**config.mk**
```make
export PLATFORM = sky130hd
export DESIGN_NAME = glyph_text_pixel_writer
export DESIGN_NICKNAME = d
export VERILOG_FILES = /design/src/rtl/gtpw_pkg.sv /design/src/rtl/gtpw_csr.sv /design/src/rtl/gtpw_scan.sv /design/src/rtl/gtpw_addr.sv /design/src/rtl/glyph_text_pixel_writer.sv
export SDC_FILE = /design/constraint.sdc
export NUM_CORES = 1
export LEC_CHECK = 0
export BUFFER_PORTS_ARGS = -buffer_cell sky130_fd_sc_hd__buf_2
export CORE_MARGIN = 10
export CORE_UTILIZATION = 60
export CTS_CLUSTER_SIZE = 10
export DETAILED_ROUTE_END_ITERATION = 7
export HOLD_SLACK_MARGIN = 0.1
export MAX_ROUTING_LAYER = met4
export PLACE_DENSITY = 0.79
export SYNTH_ARGS = -nofsm -noshare
export SYNTH_HDL_FRONTEND = slang
export SYNTH_SLANG_ARGS = --single-unit
```
**constraint.sdc**
```tcl
create_clock -name clock -period 5.65 [get_ports clock]
set_input_delay 0.2825 -clock clock [delete_from_list [all_inputs] [get_ports clock]]
set_output_delay 0.2825 -clock clock [all_outputs]
set_load 0.1 [all_outputs]
```
**src/rtl/gtpw_pkg.sv**
```systemverilog
// Shared types, constants and font lookup for the glyph text pixel writer.
`timescale 1ns / 1ps
`default_nettype none

package gtpw_pkg;

   // Field widths of the channels and the cursor.
   localparam int unsigned CHAR_W  = 8;
   localparam int unsigned X_W     = 12;
   localparam int unsigned Y_W     = 10;
   localparam int unsigned ROW_W   = 11;
   localparam int unsigned COL_W   = 13;
   localparam int unsigned LW_W    = 11;
   localparam int unsigned COLOR_W = 8;
   localparam int unsigned ADDR_W  = 21;
   localparam int unsigned GLYPH_W = 28;
   localparam int unsigned BIT_W   = 5;

   // Character set boundaries.
   localparam logic [CHAR_W-1:0] CHAR_A       = 8'd65;
   localparam logic [CHAR_W-1:0] LETTER_COUNT = 8'd26;
   localparam logic [CHAR_W-1:0] CHAR_0       = 8'd48;
   localparam logic [CHAR_W-1:0] DIGIT_COUNT  = 8'd10;

   // Cursor steps and limits.
   localparam logic [2:0]     ORIGIN_STEP = 3'd4;
   localparam logic [2:0]     GLYPH_STEP  = 3'd5;
   localparam logic [2:0]     BLANK_STEP  = 3'd4;
   localparam logic [X_W-1:0] X_MAX       = 12'd4095;
   localparam logic [Y_W-1:0] Y_MAX       = 10'd1023;
   localparam logic [2:0]     ROW_SPAN    = 3'd6;
   localparam logic [2:0]     COL_SPAN    = 3'd4;

   // Reset values of the configuration registers.
   localparam logic [LW_W-1:0]    LINE_WIDTH_RESET = 11'd160;
   localparam logic [COLOR_W-1:0] TEXT_COLOR_RESET = 8'd10;

   // Configuration register indexes.
   typedef enum logic [0:0] {
      CSR_LINE_WIDTH = 1'b0,
      CSR_TEXT_COLOR = 1'b1
   } csr_index_type;

   // Input beat.
   typedef struct packed {
      logic [CHAR_W-1:0] character;
      logic              first_of_string;
      logic [X_W-1:0]    origin_x;
      logic [Y_W-1:0]    origin_y;
   } req_type;

   // Result beat.
   typedef struct packed {
      logic [ADDR_W-1:0]  pixel_address;
      logic [COLOR_W-1:0] pixel_color;
      logic               last_pixel;
   } rsp_type;

   // Configuration values seen by the datapath.
   typedef struct packed {
      logic [LW_W-1:0]    line_width;
      logic [COLOR_W-1:0] text_color;
   } cfg_type;

   // One pixel position handed from the bit scanner to the address stage.
   typedef struct packed {
      logic             valid;
      logic [ROW_W-1:0] row;
      logic [COL_W-1:0] col;
      logic             last;
   } pix_type;

   // Font: letters A-Z, then digits 0-9.
   localparam logic [GLYPH_W-1:0] GLYPH_ROM [0:35] = '{
      28'h699f999, 28'he99e99e, 28'h6988896, 28'he99999e, 28'hf88e88f, 28'hf88e888,
      28'h698b996, 28'h999f999, 28'h7222227, 28'h72222a4, 28'h9accaa9, 28'h888888f,
      28'h9ff9999, 28'h9ddbb99, 28'h6999996, 28'he99e888, 28'h69999b7, 28'he99ea99,
      28'h6986196, 28'h7222222, 28'h9999996, 28'h9999966, 28'h9999ff9, 28'h99fff99,
      28'h9996244, 28'hf12488f, 28'h69bd996, 28'h2622227, 28'h691248f, 28'h6916196,
      28'haaaf222, 28'hf88e11e, 28'h698e996, 28'hf112244, 28'h6996996, 28'h6997196
   };

   // Glyph word of a character; zero for a blank character.
   function automatic logic [GLYPH_W-1:0] glyph_word(input logic [CHAR_W-1:0] ch);
      logic [CHAR_W-1:0]  letter_off;
      logic [CHAR_W-1:0]  digit_off;
      logic [GLYPH_W-1:0] word;
      letter_off = ch - CHAR_A;
      digit_off  = ch - CHAR_0;
      word       = '0;
      if (ch >= CHAR_A && letter_off < LETTER_COUNT) begin
         word = GLYPH_ROM[letter_off[5:0]];
      end else if (ch >= CHAR_0 && digit_off < DIGIT_COUNT) begin
         word = GLYPH_ROM[digit_off[5:0] + 6'd26];
      end
      return word;
   endfunction

   // Saturating add on the column cursor.
   function automatic logic [X_W-1:0] sat_add_x(input logic [X_W-1:0] a,
                                                input logic [2:0] inc);
      logic [X_W:0] sum;
      sum = {1'b0, a} + {{(X_W-2){1'b0}}, inc};
      return sum[X_W] ? X_MAX : sum[X_W-1:0];
   endfunction

   // Saturating add on the row cursor.
   function automatic logic [Y_W-1:0] sat_add_y(input logic [Y_W-1:0] a,
                                                input logic [2:0] inc);
      logic [Y_W:0] sum;
      sum = {1'b0, a} + {{(Y_W-2){1'b0}}, inc};
      return sum[Y_W] ? Y_MAX : sum[Y_W-1:0];
   endfunction

   // Index of the lowest set bit of a glyph word.
   function automatic logic [BIT_W-1:0] lowest_set(input logic [GLYPH_W-1:0] bits);
      logic [BIT_W-1:0] idx;
      idx = '0;
      for (int i = GLYPH_W - 1; i >= 0; i--) begin
         if (bits[i]) begin
            idx = BIT_W'(i);
         end
      end
      return idx;
   endfunction

endpackage

`default_nettype wire

```
**src/rtl/gtpw_csr.sv**
```systemverilog
// Configuration registers: line width and text color.
`timescale 1ns / 1ps
`default_nettype none

module gtpw_csr (
   input  wire logic                    clock,
   input  wire logic                    reset,
   input  wire logic                    csr_valid,
   output      logic                    csr_ready,
   input  wire gtpw_pkg::csr_index_type csr_index,
   input  wire logic [10:0]             csr_wdata,
   output      gtpw_pkg::cfg_type       cfg
);
   import gtpw_pkg::*;

   logic [LW_W-1:0]    line_width_ff;
   logic [COLOR_W-1:0] text_color_ff;

   // Writes are always taken.
   assign csr_ready = 1'b1;

   // Register file update.
   always_ff @(posedge clock) begin
      if (reset) begin
         line_width_ff <= LINE_WIDTH_RESET;
         text_color_ff <= TEXT_COLOR_RESET;
      end else if (csr_valid) begin
         unique case (csr_index)
            CSR_LINE_WIDTH: line_width_ff <= csr_wdata;
            CSR_TEXT_COLOR: text_color_ff <= csr_wdata[COLOR_W-1:0];
            default: ;
         endcase
      end
   end

   assign cfg.line_width = line_width_ff;
   assign cfg.text_color = text_color_ff;

endmodule

`default_nettype wire

```
**src/rtl/gtpw_scan.sv**
```systemverilog
// Input stage: cursor tracking, font lookup and glyph bit scanner.
`timescale 1ns / 1ps
`default_nettype none

module gtpw_scan (
   input  wire logic              clock,
   input  wire logic              reset,
   input  wire logic              req_valid,
   output      logic              req_stall,
   input  wire gtpw_pkg::req_type req_data,
   input  wire logic              advance,
   output      gtpw_pkg::pix_type pix
);
   import gtpw_pkg::*;

   logic [GLYPH_W-1:0] bits_ff, bits_in;
   logic [X_W-1:0]     base_x_ff, base_x_in;
   logic [Y_W-1:0]     base_y_ff, base_y_in;
   logic [X_W-1:0]     cursor_x_ff, cursor_x_in;
   logic [Y_W-1:0]     cursor_y_ff, cursor_y_in;
   pix_type            pix_ff, pix_in;

   logic [GLYPH_W-1:0] rest;
   logic [BIT_W-1:0]   low_idx;
   logic               accept;
   logic [X_W-1:0]     start_x;
   logic [Y_W-1:0]     start_y;
   logic [GLYPH_W-1:0] word;

   always_comb begin
      // Bits left once the lowest one is sent on.
      rest    = bits_ff & (bits_ff - GLYPH_W'(1));
      low_idx = lowest_set(bits_ff);

      // A new beat enters when the pipe advances and the glyph in progress is on its last pixel or done.
      req_stall = !advance || (rest != '0);
      accept    = req_valid && !req_stall;

      // Cursor at the start of this character.
      start_x = req_data.first_of_string ? sat_add_x(req_data.origin_x, ORIGIN_STEP)
                                         : cursor_x_ff;
      start_y = req_data.first_of_string ? sat_add_y(req_data.origin_y, ORIGIN_STEP)
                                         : cursor_y_ff;
      word    = glyph_word(req_data.character);

      bits_in     = bits_ff;
      base_x_in   = base_x_ff;
      base_y_in   = base_y_ff;
      cursor_x_in = cursor_x_ff;
      cursor_y_in = cursor_y_ff;
      pix_in      = pix_ff;

      // Send one set bit per cycle toward the address stage while the pipe advances.
      if (advance) begin
         bits_in      = rest;
         pix_in.valid = (bits_ff != '0);
         pix_in.row   = {1'b0, base_y_ff} + ROW_W'(ROW_SPAN) - ROW_W'(low_idx[4:2]);
         pix_in.col   = {1'b0, base_x_ff} + COL_W'(COL_SPAN) - COL_W'(low_idx[1:0]);
         pix_in.last  = (rest == '0);
      end

      // Load the next glyph and move the cursor.
      if (accept) begin
         bits_in     = word;
         base_x_in   = start_x;
         base_y_in   = start_y;
         cursor_y_in = start_y;
         if (word != '0) begin
            cursor_x_in = sat_add_x(start_x, GLYPH_STEP);
         end else begin
            cursor_x_in = sat_add_x(start_x, BLANK_STEP);
         end
      end
   end

   // Scanner and cursor state.
   always_ff @(posedge clock) begin
      if (reset) begin
         bits_ff     <= '0;
         cursor_x_ff <= '0;
         cursor_y_ff <= '0;
         pix_ff      <= '0;
      end else begin
         bits_ff     <= bits_in;
         cursor_x_ff <= cursor_x_in;
         cursor_y_ff <= cursor_y_in;
         pix_ff      <= pix_in;
      end
   end

   // Glyph origin for the scan in progress.
   always_ff @(posedge clock) begin
      base_x_ff <= base_x_in;
      base_y_ff <= base_y_in;
   end

   assign pix = pix_ff;

endmodule

`default_nettype wire

```
**src/rtl/gtpw_addr.sv**
```systemverilog
// Address stage: row times line width plus column, into the result register.
`timescale 1ns / 1ps
`default_nettype none

module gtpw_addr (
   input  wire logic              clock,
   input  wire logic              reset,
   input  wire gtpw_pkg::pix_type pix,
   input  wire gtpw_pkg::cfg_type cfg,
   output      logic              advance,
   output      logic              rsp_valid,
   input  wire logic              rsp_stall,
   output      gtpw_pkg::rsp_type rsp_data
);
   import gtpw_pkg::*;

   logic              rsp_valid_ff;
   rsp_type           rsp_data_ff, rsp_data_in;
   logic [ROW_W+LW_W-1:0] product;

   // The whole pipe moves unless a result beat is held by the receiver.
   assign advance = !(rsp_valid_ff && rsp_stall);

   // Linear address, kept to its low bits.
   always_comb begin
      product                   = pix.row * cfg.line_width;
      rsp_data_in.pixel_address = product[ADDR_W-1:0] + ADDR_W'(pix.col);
      rsp_data_in.pixel_color   = cfg.text_color;
      rsp_data_in.last_pixel    = pix.last;
   end

   // Result valid.
   always_ff @(posedge clock) begin
      if (reset) begin
         rsp_valid_ff <= 1'b0;
      end else if (advance) begin
         rsp_valid_ff <= pix.valid;
      end
   end

   // Result payload.
   always_ff @(posedge clock) begin
      if (advance) begin
         rsp_data_ff <= rsp_data_in;
      end
   end

   assign rsp_valid = rsp_valid_ff;
   assign rsp_data  = rsp_data_ff;

endmodule

`default_nettype wire

```
**src/rtl/glyph_text_pixel_writer.sv**
```systemverilog
// Top level of the glyph text pixel writer.
//
// Usage: each req beat carries one character and, on the first character of a
// string, the string origin. Letters A-Z and digits 0-9 produce one rsp beat
// per set pixel of their 4x7 glyph (up to 28), the last one flagged by
// last_pixel; any other character produces no beat and only moves the cursor.
// The csr channel writes line_width (index 0) and text_color (index 1); it is
// always ready and is meant to be written while no character is in flight.
// Throughput: one rsp beat per cycle unless rsp_stall holds a result beat. A
// glyph holds the input until its last set pixel is sent on, since the bit
// scanner hands on one pixel per cycle; a blank character does not hold it.
// A character's first pixel passes the glyph bit, pixel and result registers.
// Reset clears the cursor to 0,0, restores line_width 160 and text_color 10
// and drops any work in flight. While rsp_stall holds a result beat, the
// whole pipe freezes and req_stall is raised.
`timescale 1ns / 1ps
`default_nettype none

module glyph_text_pixel_writer (
   input  wire logic                    clock,
   input  wire logic                    reset,
   input  wire logic                    req_valid,
   output      logic                    req_stall,
   input  wire gtpw_pkg::req_type       req_data,
   output      logic                    rsp_valid,
   input  wire logic                    rsp_stall,
   output      gtpw_pkg::rsp_type       rsp_data,
   input  wire logic                    csr_valid,
   output      logic                    csr_ready,
   input  wire gtpw_pkg::csr_index_type csr_index,
   input  wire logic [10:0]             csr_wdata
);
   import gtpw_pkg::*;

   cfg_type cfg;
   pix_type pix;
   logic    advance;

   // Configuration registers.
   gtpw_csr u_csr (
      .clock     (clock),
      .reset     (reset),
      .csr_valid (csr_valid),
      .csr_ready (csr_ready),
      .csr_index (csr_index),
      .csr_wdata (csr_wdata),
      .cfg       (cfg)
   );

   // Cursor and glyph bit scanner.
   gtpw_scan u_scan (
      .clock     (clock),
      .reset     (reset),
      .req_valid (req_valid),
      .req_stall (req_stall),
      .req_data  (req_data),
      .advance   (advance),
      .pix       (pix)
   );

   // Address computation and result register.
   gtpw_addr u_addr (
      .clock     (clock),
      .reset     (reset),
      .pix       (pix),
      .cfg       (cfg),
      .advance   (advance),
      .rsp_valid (rsp_valid),
      .rsp_stall (rsp_stall),
      .rsp_data  (rsp_data)
   );

endmodule

`default_nettype wire
```
==> out/qor.csv <==
metric,value,unit
M1 WL,18250,um
"Arr. time, crit path",5.53,ns
Synth Area in Adders,22.36,%
hold crit path type,in2reg,
DR top layer,met4,
Die Ht,177.3,um
RR Startpoint,u_csr.line_width_ff[7]$_SDFFE_PP1P_,
first-pass GRT wire length,68200,um
DR DRC count,0,
die area,31440,sq um
drt first-iter violations,1505,
Synth Area in Compound Gates,20.47,%
CP Launch Point,u_csr.line_width_ff[7]$_SDFFE_PP1P_,
worst r2r dst,u_addr.rsp_data[29]$_DFFE_PN_,
Final setup viols,0,
wire length per cell,18.70,um
Core Region,24320,sq um
CTS H-tree depth,4,
Netlist cell types,94,
synthesized instance count,1851,
Initial Util,61.06,%
antenna cells,0,
Post-synth EDFFs,52,
Pre-Repair DR Iteration Count,8,
largest net degree at the start of global routing,52,
DP Area,15580,sq um
Max VDD drop,0.0004168,V
startpoint types,flip-flop,
WS Path Type,reg2reg,
Ports,81,
largest family of logic cells by synthesized area,adder cells,
design area,16210,sq um
pwr/cell area,394.3,nW/um^2
Routed met3 length,2453,um
register area share after synthesis,23.46,%
"Hold Vio Cnt, Final",0,
clk slew on worst S/H paths,0.07,ns
Hold Path Depth,3,
"Async S/R FF share, synth",0,%
register bit total from synthesis,148,
routed via count,13570,
"Max FO, Critical Path",12,
Hold EP,u_csr.text_color_ff[0]$_SDFFE_PP0P_,
initial antenna violation count,0,
post-CTS setup repair buffer count,0,
GRT Resource Usage Total,27.30,%
syn nets,2108,
Overflow after GRT,0,
CP Data Required Time,5.83,ns
syn_area_per_cell,8.022,sq um
Tcrit/Tclk final,94.66,%
Worst setup EP type,flip-flop,
ratio of cells with drive above 1 in the final layout,11.23,%
setup_tns,0,ns
top cell type's share of synthesized area,12.94,%
Synth Area in Simple Gates,20.37,%
GPL Wtd Cong,0.9844,
number of global-route vias before repair,13200,
Layout Nets,2150,
PortBufs,79,
top_reg_cell synth,dfxtp_1,
slew of the pin with the lowest slew margin,0.9244,ns
Slew headroom,37.72,%
worst-case clock buffer depth,2,
hold wc startpoint,csr_wdata[0],
outcome,"complete, no violations",
"commonest non-fill, non-tap cell in the layout",nand2_1,
final slew viol count,0,
Worst Hold Margin,0.1130,ns
clk sink count,148,
number of max-cap violations,0,
most frequent cells in the layout,"277 x nand2_1, 187 x inv_1, 139 x nor2_1",
RSZ-0062 raised after global routing,no,
vias per inst,6.083,
Worst R2R Path Depth,17,
mux share of post-synthesis cell area,1.989,%
Yosys Warn Count,0,
Detail Route Antenna Nets,0,
Final Critical Period,5.348,ns
Cell Rows,57,
met2 wire length,20030,um
Util after Layout,66.64,%
Die Wd,177.3,um
clk root buf,clkbuf_16,
Fmax,0.1870,GHz
Area contributors post-synth,"dfxtp_1 13%, fa_1 13%, edfxtp_1 11%, ha_1 9.7%, nand2_1 7.0%",
Post-Route Skew,0.02524,ns
"Clk Latency, worst-skew pair",0.43,ns
Area growth syn-to-layout,9.134,%
drt total wl,41700,um
Post-Synth XOR/XNOR Area,3.067,%
Leak,0.007307,uW
r2r setup slk,0.30,ns
Num CTS Buffers,17,
mapped cell area,14850,sq um
Final HPWL DP,31870,um
TritonCTS clock tree,yes,
Synth area leader,dfxtp_1,
-- area by class of cell --
cell class                 count  area (sq um)
sequential                   148          3492
fill                        2065          8114
clock buffer                  17         425.4
timing repair buffer         135         838.3
multi-input combinational   1397         10160
inverter                     194         728.2
clock inverter                15         155.1
tap                          324         405.4
-- registers in the layout, summed over array words and instances (netlist names) --
| signal | cells |
|---|---|
| u_scan.base_x_ff | 12 |
| u_scan.pix | 26 |
| u_addr.rsp_data | 30 |
| u_scan.bits_ff | 28 |
| u_scan.cursor_y_ff | 10 |
| u_scan.cursor_x_ff | 12 |
| u_addr.rsp_valid | 1 |
| u_csr.line_width_ff | 11 |
| u_scan.base_y_ff | 10 |
| u_csr.text_color_ff | 8 |
-- metrics by stage --
stage,setup slack [ns],total power (uW),cells
CTS,0.09052,6393,2230
global route,0.001933,6900,2230
floorplan,0.4245,4429,1851
global placement,0.2381,5132,2194
detailed placement,0.09435,5256,2194
finish,0.3020,6390,2230
-- power by group --
part	internal (uW)	leakage, uW	total [uW]	switching (uW)
logic	1300	0.00568	3680	2380
registers	1420	0.00134	1580	158
clock network	594	0.000290	1130	537
-- worst max-delay path by stage --
stage          slack [ns]                            end  cells past startpoint
2_1_floorplan        0.42  u_addr.rsp_data[29]$_DFFE_PN_                     18
3_3_place_gp         0.24  u_addr.rsp_data[28]$_DFFE_PN_                     19
3_5_place_dp         0.09  u_addr.rsp_data[28]$_DFFE_PN_                     19
4_1_cts              0.09  u_addr.rsp_data[28]$_DFFE_PN_                     19
5_1_grt             0.002  u_addr.rsp_data[28]$_DFFE_PN_                     17
6_report             0.30  u_addr.rsp_data[29]$_DFFE_PN_                     17
-- kinds of logic after synthesis --
group / count (synthesis)
xor gates and xnor gates: 52
muxes: 29
buffers and inverters: 306
adders and majority gates: 209
AOI/OAI and AO/OA: 466
and+or+nand+nor: 640
other: 1
DFF: 148
-- per-layer routing --
| layer | vias up | global-route usage, % |
|---|---|---|
| met5 | - | - |
| met4 | 0 | 8.406 |
| met3 | 71 | 3.187 |
| met2 | 518 | 44.11 |
| met1 | 6484 | 35.33 |
| li1 | 6493 | - |
-- critical path, cell delays in order (launching register included) --
cell,delay (ns)
dfxtp_1,0.43
and2_1,0.24
fa_1,0.46
fa_1,0.55
inv_1,0.05
fa_1,0.47
inv_1,0.05
fa_1,0.51
fa_1,0.50
ha_1,0.26
o41ai_1,0.47
buf_4,0.21
o21ai_1,0.11
o21bai_1,0.23
o2111ai_1,0.19
nor3_1,0.16
a21oi_1,0.07
xnor2_1,0.13
-- Yosys cell counts (all sizes together) (25+ instances only) --
master  count
a211oi     32
a21oi     138
and2       43
buf        31
clkbuf     81
dfxtp      96
edfxtp     52
fa         94
ha        115
inv       190
mux2i      25
nand2     277
nand3      37
nor2      141
nor3       37
o21ai      99
xnor2      41
-- repair_timing --
action,4_1_cts,5_1_grt
hold buffers,4,0
gates resized for setup,0,9
endpoints found under the hold margin,5,0
endpoints found under the setup margin,0,3
(Power assumes the default switching activity.)
